===== config.mk =====
export PLATFORM = sky130hd
export DESIGN_NAME = utf8_sequence_filter_unit
export DESIGN_NICKNAME = d
export VERILOG_FILES = /design/src/design/usf_pkg.sv /design/src/design/utf8_sequence_filter_unit.sv /design/src/design/usf_decode.sv /design/src/design/usf_result_fifo.sv
export SDC_FILE = /design/constraint.sdc
export NUM_CORES = 1
export LEC_CHECK = 0
export BUFFER_PORTS_ARGS = -buffer_cell sky130_fd_sc_hd__buf_2
export CELL_PAD_IN_SITES_DETAIL_PLACEMENT = 1
export CELL_PAD_IN_SITES_GLOBAL_PLACEMENT = 2
export CORE_MARGIN = 2
export CORE_UTILIZATION = 45
export DETAILED_ROUTE_END_ITERATION = 10
export PLACE_DENSITY_LB_ADDON = 0.1
export SETUP_SLACK_MARGIN = 0.5
export SYNTH_ARGS = -nofsm -noshare
export SYNTH_HDL_FRONTEND = slang
export SYNTH_SLANG_ARGS = --single-unit

===== constraint.sdc =====
create_clock -name clk -period 7.3 [get_ports clk]
set_input_delay 0.365 -clock clk [delete_from_list [all_inputs] [get_ports clk]]
set_output_delay 0.365 -clock clk [all_outputs]
set_load 0.01 [all_outputs]

===== src/design/usf_pkg.sv =====
`timescale 1ns / 1ps
// ----------------------------------------------------------------------------
// UTF-8 sequence filter package
// Shared constants, result and state types for the UTF-8 sequence filter.
// ----------------------------------------------------------------------------
package usf_pkg;

  // Byte classification masks and patterns.
  localparam logic [7:0] ASCII_MAX  = 8'h7F;
  localparam logic [7:0] CONT_MASK  = 8'hC0;
  localparam logic [7:0] CONT_PAT   = 8'h80;
  localparam logic [7:0] LEAD2_MASK = 8'hE0;
  localparam logic [7:0] LEAD2_PAT  = 8'hC0;
  localparam logic [7:0] LEAD3_MASK = 8'hF0;
  localparam logic [7:0] LEAD3_PAT  = 8'hE0;
  localparam logic [7:0] LEAD4_MASK = 8'hF8;
  localparam logic [7:0] LEAD4_PAT  = 8'hF0;

  // Continuation bytes still missing after each kind of lead byte.
  localparam logic [1:0] NEED_NONE = 2'd0;
  localparam logic [1:0] NEED_ONE  = 2'd1;
  localparam logic [1:0] NEED_TWO  = 2'd2;
  localparam logic [1:0] NEED_THREE = 2'd3;

  // Held sequence store and result burst sizes.
  localparam int HELD_DEPTH  = 3;
  localparam int MAX_RESULTS = 4;
  localparam int NUM_W       = $clog2(MAX_RESULTS + 1);

  // Result queue geometry (depth is a power of two).
  localparam int FIFO_DEPTH = 8;
  localparam int FIFO_AW    = $clog2(FIFO_DEPTH);
  localparam int FIFO_CW    = $clog2(FIFO_DEPTH + 1);

  // One result item.
  typedef struct packed {
    logic [7:0] data;
    logic       present;
    logic       eom;
    logic       run_last;
  } result_t;

  typedef result_t [MAX_RESULTS-1:0] result_burst_t;

  typedef logic [HELD_DEPTH-1:0][7:0] held_arr_t;

  // Sequence tracking counters.
  typedef struct packed {
    logic [1:0] held_count;
    logic [1:0] needed_count;
  } seq_state_t;

  // Write request into the held byte store.
  typedef struct packed {
    logic       we;
    logic [1:0] idx;
  } held_wr_t;

endpackage


===== src/design/utf8_sequence_filter_unit.sv =====
// Path: an accepted item sits in the input register, then its results go into the result queue.
// Throughput: one input item per cycle, processed only when four result queue slots are free;
// results leave one per cycle, while out_ready is high, from the eight-entry result queue.
// Reset: synchronous, active low; clears the sequence counters and the queue,
// while the held byte store stays undefined until written.
`timescale 1ns / 1ps
// ----------------------------------------------------------------------------
// UTF-8 sequence filter
// Keeps well-formed UTF-8 sequences of a byte stream, drops broken and stray
// bytes, and marks the end of each message on the output.
// ----------------------------------------------------------------------------
module utf8_sequence_filter_unit
  import usf_pkg::*;
(
  input  logic       clk,
  input  logic       rst_n,
  input  logic       in_valid,
  output logic       in_ready,
  input  logic [7:0] in_data_byte,
  input  logic       in_message_end,
  output logic       out_valid,
  input  logic       out_ready,
  output logic [7:0] out_out_byte,
  output logic       out_byte_present,
  output logic       out_end_of_message,
  output logic       out_run_last
);

  logic             ir_valid_r;
  logic [7:0]       ir_byte_r;
  logic             ir_last_r;
  seq_state_t       state_r;
  seq_state_t       state_nxt;
  held_arr_t        held_r;
  held_wr_t         held_wr;
  result_burst_t    burst;
  logic [NUM_W-1:0] burst_num;
  logic             fifo_space;
  logic             proc_fire;
  result_t          head;

  // Input register: refilled whenever its item moves on.
  assign proc_fire = ir_valid_r && fifo_space;
  assign in_ready  = !ir_valid_r || proc_fire;

  always_ff @(posedge clk) begin
    if (!rst_n) begin
      ir_valid_r <= 1'b0;
    end else if (in_ready) begin
      ir_valid_r <= in_valid;
    end
  end

  always_ff @(posedge clk) begin
    if (in_ready && in_valid) begin
      ir_byte_r <= in_data_byte;
      ir_last_r <= in_message_end;
    end
  end

  // Sequence classification and result burst.
  usf_decode u_decode (
    .data_byte   (ir_byte_r),
    .message_end (ir_last_r),
    .cur_state   (state_r),
    .held        (held_r),
    .nxt_state   (state_nxt),
    .held_wr     (held_wr),
    .results     (burst),
    .result_num  (burst_num)
  );

  // Sequence counters.
  always_ff @(posedge clk) begin
    if (!rst_n) begin
      state_r <= '0;
    end else if (proc_fire) begin
      state_r <= state_nxt;
    end
  end

  // Held lead and continuation bytes.
  always_ff @(posedge clk) begin
    if (proc_fire && held_wr.we) begin
      held_r[held_wr.idx] <= ir_byte_r;
    end
  end

  // Result queue feeding the output channel.
  usf_result_fifo u_result_fifo (
    .clk      (clk),
    .rst_n    (rst_n),
    .wr_data  (burst),
    .wr_num   (proc_fire ? burst_num : NUM_W'(0)),
    .wr_space (fifo_space),
    .rd_data  (head),
    .rd_valid (out_valid),
    .rd_ready (out_ready)
  );

  assign out_out_byte       = head.data;
  assign out_byte_present   = head.present;
  assign out_end_of_message = head.eom;
  assign out_run_last       = head.run_last;

`ifndef SYNTH
  // An open sequence always has its lead byte held.
  a_open_has_lead: assert property (@(posedge clk) disable iff (!rst_n)
    (state_r.needed_count != NEED_NONE) |-> (state_r.held_count != 2'd0))
    else $error("open sequence without a held lead byte");

  // The end of a message leaves no sequence open.
  a_end_clears: assert property (@(posedge clk) disable iff (!rst_n)
    (proc_fire && ir_last_r) |=> (state_r == '0))
    else $error("sequence state not cleared at end of message");

  // The last byte of a message always produces at least one item.
  a_end_emits: assert property (@(posedge clk) disable iff (!rst_n)
    (proc_fire && ir_last_r) |-> (burst_num != '0))
    else $error("end of message produced no item");
`endif

endmodule


===== src/design/usf_decode.sv =====
`timescale 1ns / 1ps
// ----------------------------------------------------------------------------
// UTF-8 sequence filter decode
// Classifies one byte against the open sequence and produces the next
// sequence state, the held store write and the burst of result items.
// ----------------------------------------------------------------------------
module usf_decode
  import usf_pkg::*;
(
  input  logic [7:0]         data_byte,
  input  logic               message_end,
  input  seq_state_t         cur_state,
  input  held_arr_t          held,
  output seq_state_t         nxt_state,
  output held_wr_t           held_wr,
  output result_burst_t      results,
  output logic [NUM_W-1:0]   result_num
);

  logic       is_cont;
  logic       is_ascii;
  logic       is_lead2;
  logic       is_lead3;
  logic       is_lead4;
  logic       seq_open;
  logic       extend;
  logic       complete;
  logic       emit;
  logic [1:0] flush_cnt;
  logic [NUM_W-1:0] num_bytes;

  // Byte classification.
  assign is_cont  = (data_byte & CONT_MASK) == CONT_PAT;
  assign is_ascii = data_byte <= ASCII_MAX;
  assign is_lead2 = (data_byte & LEAD2_MASK) == LEAD2_PAT;
  assign is_lead3 = (data_byte & LEAD3_MASK) == LEAD3_PAT;
  assign is_lead4 = (data_byte & LEAD4_MASK) == LEAD4_PAT;

  // A continuation either completes the open sequence or extends it.
  assign seq_open = cur_state.needed_count != NEED_NONE;
  assign extend   = seq_open && is_cont;
  assign complete = extend && (cur_state.needed_count == NEED_ONE);
  assign emit     = complete || (!extend && is_ascii);
  assign flush_cnt = complete ? cur_state.held_count : 2'd0;
  assign num_bytes = emit ? (NUM_W'(flush_cnt) + NUM_W'(1)) : '0;

  // Next sequence state and held store write.
  always_comb begin
    nxt_state  = '0;
    held_wr.we  = 1'b0;
    held_wr.idx = 2'd0;
    if (extend) begin
      if (!complete) begin
        held_wr.we  = 1'b1;
        held_wr.idx = cur_state.held_count;
        nxt_state.held_count   = cur_state.held_count + 2'd1;
        nxt_state.needed_count = cur_state.needed_count - 2'd1;
      end
    end else if (!is_ascii) begin
      if (is_lead2 || is_lead3 || is_lead4) begin
        held_wr.we  = 1'b1;
        held_wr.idx = 2'd0;
        nxt_state.held_count = 2'd1;
      end
      if (is_lead2) begin
        nxt_state.needed_count = NEED_ONE;
      end else if (is_lead3) begin
        nxt_state.needed_count = NEED_TWO;
      end else if (is_lead4) begin
        nxt_state.needed_count = NEED_THREE;
      end
    end
    // The end of the message drops any open sequence.
    if (message_end) begin
      nxt_state = '0;
    end
  end

  // Result burst: flushed held bytes first, then the current byte.
  always_comb begin
    results[0].data = (flush_cnt > 2'd0) ? held[0] : data_byte;
    results[1].data = (flush_cnt > 2'd1) ? held[1] : data_byte;
    results[2].data = (flush_cnt > 2'd2) ? held[2] : data_byte;
    results[3].data = data_byte;
    result_num = num_bytes;
    for (int i = 0; i < MAX_RESULTS; i++) begin
      results[i].present = 1'b1;
    end
    // An end of message with no byte still yields an empty marker item.
    if (message_end && (num_bytes == '0)) begin
      result_num         = NUM_W'(1);
      results[0].data    = 8'd0;
      results[0].present = 1'b0;
    end
    for (int i = 0; i < MAX_RESULTS; i++) begin
      results[i].run_last = NUM_W'(i) == (result_num - NUM_W'(1));
      results[i].eom      = message_end && results[i].run_last;
    end
  end

endmodule


===== src/design/usf_result_fifo.sv =====
`timescale 1ns / 1ps
// ----------------------------------------------------------------------------
// UTF-8 sequence filter result queue
// Accepts a burst of up to four result items per cycle and presents them
// one at a time on a valid/ready output.
// ----------------------------------------------------------------------------
module usf_result_fifo
  import usf_pkg::*;
(
  input  logic             clk,
  input  logic             rst_n,
  input  result_burst_t    wr_data,
  input  logic [NUM_W-1:0] wr_num,
  output logic             wr_space,
  output result_t          rd_data,
  output logic             rd_valid,
  input  logic             rd_ready
);

  result_t              mem_r [FIFO_DEPTH];
  logic [FIFO_AW-1:0]   wr_ptr_r;
  logic [FIFO_AW-1:0]   wr_ptr_nxt;
  logic [FIFO_AW-1:0]   rd_ptr_r;
  logic [FIFO_AW-1:0]   rd_ptr_nxt;
  logic [FIFO_CW-1:0]   count_r;
  logic [FIFO_CW-1:0]   count_nxt;
  logic                 rd_fire;

  // Room for a full burst is required before a new item is processed.
  assign wr_space = count_r <= FIFO_CW'(FIFO_DEPTH - MAX_RESULTS);
  assign rd_valid = count_r != '0;
  assign rd_data  = mem_r[rd_ptr_r];
  assign rd_fire  = rd_valid && rd_ready;

  assign wr_ptr_nxt = wr_ptr_r + FIFO_AW'(wr_num);
  assign rd_ptr_nxt = rd_ptr_r + FIFO_AW'(rd_fire);
  assign count_nxt  = count_r + FIFO_CW'(wr_num) - FIFO_CW'(rd_fire);

  // Storage: burst entries land at consecutive slots.
  always_ff @(posedge clk) begin
    for (int i = 0; i < MAX_RESULTS; i++) begin
      if (NUM_W'(i) < wr_num) begin
        mem_r[wr_ptr_r + FIFO_AW'(i)] <= wr_data[i];
      end
    end
  end

  // Pointers and occupancy.
  always_ff @(posedge clk) begin
    if (!rst_n) begin
      wr_ptr_r <= '0;
      rd_ptr_r <= '0;
      count_r  <= '0;
    end else begin
      wr_ptr_r <= wr_ptr_nxt;
      rd_ptr_r <= rd_ptr_nxt;
      count_r  <= count_nxt;
    end
  end

endmodule

==> qor.txt, run 1 <==
Synthesized net count = 783
RR Endpoint = u_result_fifo.mem_r[6][4]$_DFFE_PP_
GR met3 Demand/Resource = 6.043%
DP Area = 8421 um^2
Number of global-route vias before repair = 6,807
Unrepaired setup endpoints after global routing = no
Largest net degree at the start of global routing = 27
CP delay by family, top = compound AO/OA/AOI/OAI gates
Top Usage Layer GRT = met2
Setup Fix Bufs, Post-CTS = 0
Avg WL per Cell = 28.26 um
Grt total ovfl = 0
EDFF count, synth = 113
Setup WS pre-CTS = 3.219 ns
PwrDens = 259.2 nW/um^2
Starting Density = 45.72%
Grt met1 use = 40.31%
Critical Path AT = 4.33 ns
Simple-gate area share of the yosys netlist = 17.67%
Post-synthesis cell area = 8184 um^2
Total Nets Final = 790
Mapped Avg Cell Area = 10.85 um^2
Syn Inst Count = 754
CP max-delay cell = a21oi_2
GP Congestion = 0.9207
Post-synth top flop = edfxtp_1
Synth Area in Adders = 2.630%
Drt via density = 6.774
Final instance area = 9000 um^2
WP depth = 11
Clock Skew = 0.008377 ns
Boundary Pins = 26
Crit Reg-Reg Startpoint = state_r[0]$_SDFFE_PN0P_
CTS Root Cell = clkbuf_16
Crit end category = register
WP data required = 7.46 ns
Class of the worst hold path = in2reg
Hold Path Depth = 1
Worst-Margin Slew = 1.153 ns
Largest family of logic cells by synthesized area = simple AND/OR/NAND/NOR gates
Worst Setup EP = u_result_fifo.mem_r[6][4]$_DFFE_PP_
Post-synthesis mux area share = 10.46%
Yosys cell types = 75
Synth warnings = 0
Wirelength, routed = 28,350 um
DRT iter0 DRCs = 943
Clock H-tree levels = 4
Die Span Y = 138.9 um
Num CTS Buffers = 17
WP buf/inv = 2
Status = completed
CTS tree = built
Gr usage total = 29.70%
HP Start = in_data_byte[2]
Share of layout cells above drive strength 1 = 18.60%
Clock Path Buffers = 2
CP max FO = 17
Crit path kind = reg2reg
Final core occ = 50.27%
Synth Area in XOR/XNOR = 1.254%
CTS Sinks = 136
Ys async rst share = 0%
Register-to-Register Path Depth = 11
Worst-path cell chain = inv_1 -> ha_1 -> nor4bb_1 -> buf_4 -> nand2_1 -> ha_1 -> or3b_1 -> a21oi_2 -> nor2_1 -> a221oi_1 -> a22oi_1
Drt first pass iters = 6
Skew-Pair Late Insertion Delay = 0.44 ns
Final HPWL DP = 21,240 um
DRC = 0
Tmin final = 4.168 ns
Worst setup path startpoint = state_r[0]$_SDFFE_PN0P_
Remaining antenna violation count = 0
Final Hold Fails = 0
CP max stage delay = 0.69 ns
Post-cts repair resize count = 0
P&R area growth vs syn = 9.968%
Setup crit start kind = register
ANT cells = 0
First-pass GRT wire length = 43,040 um
Flops & latches, synth = 136
Max-Cap Viols = 0
Clock transition at path regs = 0.06 ns
Compound-Gate Fraction of Synth Area = 17.15%
Std-Cell Rows = 49
Hold_ws = 0.1036 ns
Reg2reg setup slack = 3.13 ns
Met2 usage = 47.96%
Final worst path period share = 57.09%
Pins Over Slew Limit = 0
Fin worst setup slack = 3.132 ns
Initial antenna violation count = 0
Die Area = 19,280 um^2
Final setup vio count = 0
Most used cell along the critical path = ha_1
Core Footprint = 17,900 um^2
Setup TNS = 0 ns
Die width = 138.9 um
Slew margin rel. = 22.55%
Leak pwr = 3.218 nW
Seq/Total Area, Yosys = 47.09%
DR vias = 6,794
I/O Buffers = 25
# hold bufs at CTS = 0
Worst vdd ir = 0.1737 mV
Fmax = 239.9 MHz
[state kept, by name, indices dropped and copies added (netlist names)]
signal and count:
u_result_fifo.wr_ptr_r 3, ir_byte_r 8, ir_last_r 1, ir_valid_r 1, state_r 4, u_result_fifo.mem_r 88, u_result_fifo.count_r 4, held_r 24
u_result_fifo.rd_ptr_r 3
[metrics by stage]
step | power, mW | std cells
after floorplan | 1.300 | 754
after global placement | 1.450 | 971
after detailed placement | 1.476 | 971
after CTS | 2.339 | 1003
after global routing | 2.419 | 1003
final | 2.333 | 1003
[how the worst min path moves through the flow]
stage	end	slack (ns)
3_5_place_dp	u_result_fifo.mem_r[6][2]$_SDFFE_PP1N_	0.47
5_1_grt	ir_byte_r[5]$_DFFE_PP_	0.1
4_1_cts	ir_byte_r[7]$_DFFE_PP_	0.1
3_3_place_gp	u_result_fifo.mem_r[4][2]$_SDFFE_PP1N_	0.45
6_report	ir_byte_r[2]$_DFFE_PP_	0.10
2_1_floorplan	u_result_fifo.mem_r[1][2]$_SDFFE_PP1N_	0.43
[cell usage in the layout, fill, tap and decap left out, drive strengths merged, types with 7 or more instances in the layout]
master | netlist | layout
nand3 | 23 | 23
a31oi | 8 | 8
o221ai | 7 | 7
clkbuf | 19 | 19
o21ai | 19 | 19
a22oi | 35 | 35
nand2 | 88 | 88
inv | 27 | 31
a21oi | 62 | 62
mux2 | 29 | 29
ha | 14 | 14
nor3 | 33 | 33
edfxtp | 113 | 113
a222oi | 9 | 9
nor2b | 8 | 8
nor2 | 51 | 51
a221oi | 32 | 32
or3 | 7 | 7
mux4 | 22 | 22
and2 | 17 | 17
dfxtp | 23 | 23
buf | 22 | 29
nand4 | 7 | 7
nand2b | 9 | 9
[layout make-up]
type	instances	area, um^2
Clock buffer	19	432.9
Clock inverter	13	146.4
Fill cell	1962	8902
Inverter	27	101.3
Multi-Input combinational cell	550	4024
Sequential cell	136	3854
Tap cell	229	286.5
Timing Repair Buffer	29	155.1
[synth_stat cells (18+ instances only)]
| cell type | instances | share of area (%) |
|---|---|---|
| a21oi_1 | 56 | 3.4 |
| a22oi_1 | 35 | 3.2 |
| mux4_2 | 22 | 6.1 |
| nand3_1 | 23 | 1.4 |
| dfxtp_1 | 23 | 5.6 |
| a221oi_1 | 32 | 3.4 |
| nor2_1 | 49 | 2.2 |
| inv_1 | 26 | 1.2 |
| nor3_1 | 25 | 1.5 |
| mux2_2 | 28 | 3.9 |
| edfxtp_1 | 113 | 41 |
| clkbuf_1 | 18 | 0.83 |
| nand2_1 | 86 | 3.9 |
[kinds of logic after synthesis]
logic type,after synthesis
DFF,136
buffers and inverters,68
adders and majority gates,16
muxes,54
xor gates and xnor gates,10
and+or+nand+nor,272
AOI/OAI and AO/OA,198
[per-layer routing]
metal,vias up,routed length (um)
met4,0,708
met1,3460,12030
met5,-,0
li1,2954,-
met3,64,2081
met2,316,13530
[report_power, final]
group	switching (mW)	leakage, nW	internal (mW)	total, mW
sequential	0.0590	1.32	0.883	0.942
combinational	0.305	1.63	0.215	0.521
clock	0.363	0.274	0.507	0.870
Note: power is estimated with default switching activity, not from simulation.
==> inputs of run 2 (changes only) <==
--- a/config.mk
+++ b/config.mk
@@ -9,7 +9,7 @@
 export CELL_PAD_IN_SITES_DETAIL_PLACEMENT = 1
 export CELL_PAD_IN_SITES_GLOBAL_PLACEMENT = 2
 export CORE_MARGIN = 2
-export CORE_UTILIZATION = 45
+export CORE_UTILIZATION = 43
 export DETAILED_ROUTE_END_ITERATION = 10
 export PLACE_DENSITY_LB_ADDON = 0.1
 export SETUP_SLACK_MARGIN = 0.5
==> constraint.sdc (replaced) <==
create_clock -name clk -period 4.3 [get_ports clk]
set_input_delay 0.215 -clock clk [delete_from_list [all_inputs] [get_ports clk]]
set_output_delay 0.215 -clock clk [all_outputs]
set_load 0.01 [all_outputs]
==> qor.txt, run 2 (same netlist as run 1, synthesis figures left out) <==
WP data required = 4.47 ns
Largest register FFs = 88
Slew margin rel. = 32.72%
DP Area = 8600 um^2
I/O Buffers = 25
Grt total ovfl = 0
Class of the worst hold path = in2reg
ANT cells = 0
Max-Cap Viols = 0
Final setup vio count = 0
Clock Path Buffers = 2
Boundary Pins = 26
Tmin final = 3.640 ns
Power after layout = 3.921 mW
Starting Density = 43.75%
Avg WL per Cell = 29.52 um
CP max FO = 11
Die width = 142.0 um
Most used cell along the critical path = buf_4
Commonest non-fill, non-tap cell in the layout = edfxtp_1
Crit path kind = reg2reg
Gr usage total = 31.38%
Worst-Margin Slew = 1.005 ns
First-pass GRT wire length = 46,020 um
Finished Layout Cells = 1,042
Share of layout cells above drive strength 1 = 22.40%
Drt first pass iters = 6
Std-Cell Rows = 50
Worst-path cell chain = inv_1 -> ha_2 -> nor4bb_1 -> buf_4 -> nand2_4 -> ha_1 -> buf_4 -> or3b_1 -> a21oi_2 -> nor2_1 -> a21oi_1 -> a31oi_1
Crit end category = register
Final instance area = 9320 um^2
CTS Sinks = 136
Setup crit start kind = register
Skew-Pair Late Insertion Delay = 0.43 ns
DRT iter0 DRCs = 872
DP Cell Count = 999
Largest net degree at the start of global routing = 27
Hold_ws = 0.03022 ns
CP max-delay cell = nor2_1
GP Congestion = 0.9028
Initial antenna violation count = 0
Clock H-tree levels = 4
CTS Root Cell = clkbuf_16
Final core occ = 49.83%
PwrDens = 420.7 nW/um^2
Fmax = 274.7 MHz
Final Hold Fails = 0
Fin worst setup slack = 0.6595 ns
Final HPWL DP = 22,970 um
Setup TNS = 0 ns
Critical Path AT = 3.81 ns
Status = completed
CP max stage delay = 0.57 ns
P&R area growth vs syn = 13.88%
DR vias = 6,949
Clock transition at path regs = 0.07 ns
Remaining antenna violation count = 0
Die Area = 20,150 um^2
Leak pwr = 3.399 nW
Unrepaired setup endpoints after global routing = no
Clock Skew = 0.01391 ns
Core Footprint = 18,710 um^2
Total Nets Final = 824
Worst vdd ir = 0.2802 mV
Setup WS pre-CTS = 0.3800 ns
Final worst path period share = 84.66%
Largest Register = u_result_fifo.mem_r
Pins Over Slew Limit = 0
Wirelength, routed = 30,760 um
Commonest non-fill, non-tap cells in the layout = edfxtp_1 (113), nand2_1 (83), a21oi_1 (55), nor2_1 (49), a22oi_1 (35)
Die Span Y = 142.0 um
Number of global-route vias before repair = 7,016
Largest registers = u_result_fifo.mem_r (88), held_r (24), ir_byte_r (8)
Drt via density = 6.669
DRC = 0
CTS tree = built
Num CTS Buffers = 17
## run 2: changes by cell type in the layout (fill, tap and decap cells not counted), sizes merged
cell	delta
a21oi	+1
buf	+24
bufinv	-1
clkinv	+1
clkinvlp	+1
dlygate4sd3	+9
inv	-1
## run 2: worst paths after layout
path | slack (ns) | start | cells past startpoint | to
max | 0.66 | state_r[1]$_SDFFE_PN0P_ | 12 | u_result_fifo.mem_r[4][3]$_DFFE_PP_
min | 0.03 | in_valid | 3 | ir_valid_r$_SDFFE_PN0N_
max reg2reg | 0.66 | state_r[1]$_SDFFE_PN0P_ | 12 | u_result_fifo.mem_r[4][3]$_DFFE_PP_
min reg2reg | 0.50 | u_result_fifo.mem_r[6][2]$_SDFFE_PP1N_ | 2 | u_result_fifo.mem_r[6][2]$_SDFFE_PP1N_
## run 2: power by group
| part | switching, mW | internal (mW) |
|---|---|---|
| Combinational | 0.536 | 0.380 |
| Sequential | 0.0905 | 1.50 |
| Clock | 0.615 | 0.800 |
| Total | 1.24 | 2.68 |
## run 2: worst max-delay path, delay by kind of cell (launching register included)
kind / cells / cell delay, ns
adder cells (fa/ha/maj): 2 / 0.64
AO/OA/AOI/OAI: 3 / 0.75
flip-flops: 1 / 0.31
AND/OR/NAND/NOR: 4 / 1.20
buffers and inverters: 3 / 0.47
## run 2: what timing repair did
item,4_1_cts,5_1_grt
buffers inserted,1,0
endpoints found under the setup margin,42,96
pin swaps,1,1
hold buffers,9,0
hold endpoints to repair,9,0
cloned,0,1
gates resized for setup,2,13
## run 2: cell type report
class	instances	area, um^2
Inverter	27	101.3
Multi-Input combinational cell	551	4093
Fill cell	2035	9385
Clock buffer	19	432.9
Tap cell	234	292.8
Timing Repair Buffer	62	425.4
Clock inverter	13	121.4
Sequential cell	136	3854
## run 2: metal layers
layer / track usage [%] / vias up / wire length (um)
met5: 0 / - / 0
met4: 9.684 / 0 / 785
met3: 6.326 / 64 / 2466
met2: 48.70 / 363 / 13900
met1: 44.55 / 3504 / 13610
li1: - / 3018 / -
==> inputs of run 3 (changes only) <==
==> constraint.sdc (replaced) <==
create_clock -name clk -period 3.4 [get_ports clk]
set_input_delay 0.17 -clock clk [delete_from_list [all_inputs] [get_ports clk]]
set_output_delay 0.17 -clock clk [all_outputs]
set_load 0.01 [all_outputs]
==> qor.txt, run 3 (same netlist as run 1, synthesis figures left out) <==
Crit end category = register
Final core occ = 57.19%
Initial antenna violation count = 2
Final instance area = 10,700 um^2
Reg2reg setup slack = 0.35 ns
Boundary Pins = 26
Die Span Y = 142.0 um
HP Start = rst_n
GP Congestion = 0.9712
CTS Root Cell = clkbuf_16
WP buf/inv = 3
Largest Register = u_result_fifo.mem_r
Remaining antenna violation count = 0
Worst vdd ir = 0.3649 mV
DR vias = 7,296
Final worst path period share = 89.59%
Num CTS Buffers = 17
CP max-delay cell = dfxtp_4
Gr usage total = 33.32%
Clock H-tree levels = 4
DP Cell Count = 1,011
Final Hold Fails = 0
Largest registers = u_result_fifo.mem_r (88), held_r (24), ir_byte_r (8)
Commonest non-fill, non-tap cell in the layout = edfxtp_1
Clock Path Buffers = 2
Core Footprint = 18,710 um^2
PwrDens = 518.3 nW/um^2
DRC = 0
Hold EP = state_r[1]$_SDFFE_PN0P_
Setup TNS = 0 ns
CP delay by family, top = simple AND/OR/NAND/NOR gates
Class of the worst hold path = in2reg
P&R area growth vs syn = 30.71%
Unrepaired setup endpoints after global routing = yes
Avg WL per Cell = 30.42 um
Worst-Margin Slew = 1.265 ns
Skew-Pair Late Insertion Delay = 0.45 ns
CP max FO = 10
Grt total ovfl = 0
RR Endpoint = u_result_fifo.mem_r[1][9]$_DFFE_PP_
Die Area = 20,150 um^2
Register-to-Register Path Depth = 12
Max-Cap Viols = 0
DRT iter0 DRCs = 810
Share of layout cells above drive strength 1 = 38.61%
Starting Density = 43.75%
I/O Buffers = 25
Worst-path cell chain = inv_2 -> ha_4 -> nor4bb_2 -> buf_4 -> nand2_4 -> ha_4 -> buf_4 -> a31oi_4 -> a21oi_4 -> and3_4 -> or3_1 -> nand2b_4
Wirelength, routed = 33,440 um
Setup WS pre-CTS = 0.03988 ns
Hold_ws = 0.1496 ns
First-pass GRT wire length = 48,360 um
Crit Reg-Reg Startpoint = state_r[0]$_SDFFE_PN0P_
Fmax = 328.3 MHz
Commonest non-fill, non-tap cells in the layout = edfxtp_1 (113), nand2_1 (79), buf_4 (71), a21oi_1 (41), nor2_1 (41)
Finished Layout Cells = 1,099
Hold Path Depth = 2
Total Nets Final = 881
Largest net degree at the start of global routing = 27
Leak pwr = 3.948 nW
CTS Sinks = 136
WP data required = 3.53 ns
Critical Path AT = 3.18 ns
Clock transition at path regs = 0.07 ns
Drt via density = 6.639
Power after layout = 5.544 mW
CTS tree = built
Tmin final = 3.046 ns
Crit path kind = reg2reg
Std-Cell Rows = 50
Die width = 142.0 um
Clock Skew = 0.02200 ns
DP Area = 8880 um^2
Slew margin rel. = 15.30%
CP max stage delay = 0.37 ns
Number of global-route vias before repair = 7,242
Final setup vio count = 0
Largest register FFs = 88
Pins Over Slew Limit = 0
Status = completed
Fin worst setup slack = 0.3540 ns
Drt first pass iters = 7
ANT cells = 0
Setup crit start kind = register
Final HPWL DP = 23,560 um
[run 3: cell types whose count changed in the layout (fill, tap and decap cells not counted), moves of 13 or more]
cell	previous run	this run
a22oi_2	0	13
buf_4	28	71
a21oi_1	55	41
a22oi_1	35	22
a221oi_1	31	8
a221oi_2	1	23
[run 3: what timing repair did]
| action | 4_1_cts | 5_1_grt |
|---|---|---|
| gates resized for setup | 53 | 74 |
| setup buffers | 22 | 23 |
| setup endpoints to repair | 158 | 153 |
| endpoints found under the hold margin | 10 | 0 |
| hold buffers | 10 | 0 |
| gates cloned | 1 | 0 |
| pin swaps | 30 | 53 |
[run 3: layout make-up]
type	count	area, um^2
timing repair buffer	120	1010
fill	1936	8008
clock buffer	19	432.9
inverter	27	101.3
multi-input combinational	550	4762
clock inverter	13	240.2
sequential	136	3859
tap	234	292.8
[run 3: how the worst max path moves through the flow]
| stage | end | from | slack [ns] | cells after the start |
|---|---|---|---|---|
| after floorplan | u_result_fifo.mem_r[4][9]$_DFFE_PP_ | state_r[0]$_SDFFE_PN0P_ | 0.43 | 14 |
| after global placement | u_result_fifo.mem_r[4][5]$_DFFE_PP_ | state_r[0]$_SDFFE_PN0P_ | 0.09 | 11 |
| after detailed placement | u_result_fifo.mem_r[4][5]$_DFFE_PP_ | state_r[1]$_SDFFE_PN0P_ | 0.04 | 11 |
| after CTS | u_result_fifo.mem_r[5][4]$_DFFE_PP_ | state_r[0]$_SDFFE_PN0P_ | 0.39 | 11 |
| after global routing | u_result_fifo.mem_r[1][6]$_DFFE_PP_ | state_r[0]$_SDFFE_PN0P_ | 0.27 | 12 |
| final | u_result_fifo.mem_r[1][9]$_DFFE_PP_ | state_r[0]$_SDFFE_PN0P_ | 0.35 | 12 |
[run 3: routing by layer]
| layer | up-vias | wire, um | track usage (%) |
|---|---|---|---|
| met4 | 4 | 1202 | 11.42 |
| met3 | 91 | 2507 | 7.201 |
| met5 | - | 32 | 0 |
| li1 | 3151 | - | - |
| met1 | 3712 | 14370 | 46.43 |
| met2 | 338 | 15320 | 51.81 |
[run 3: worst reg2reg max path: cells and delay by family, from the launching register on]
kind | cells | cell delay (ns)
compound gates | 2 | 0.39
fa+ha+maj | 2 | 0.49
buf+inv | 3 | 0.38
flops | 1 | 0.37
simple gates | 5 | 1.12
[run 3: report_power, final]
group / leakage, nW / switching, mW / internal (mW) / total (mW)
Clock: 0.323 / 0.818 / 1.39 / 2.21
Combinational: 2.31 / 0.768 / 0.571 / 1.34
Sequential: 1.32 / 0.105 / 1.89 / 2.00
Total: 3.95 / 1.69 / 3.85 / 5.54
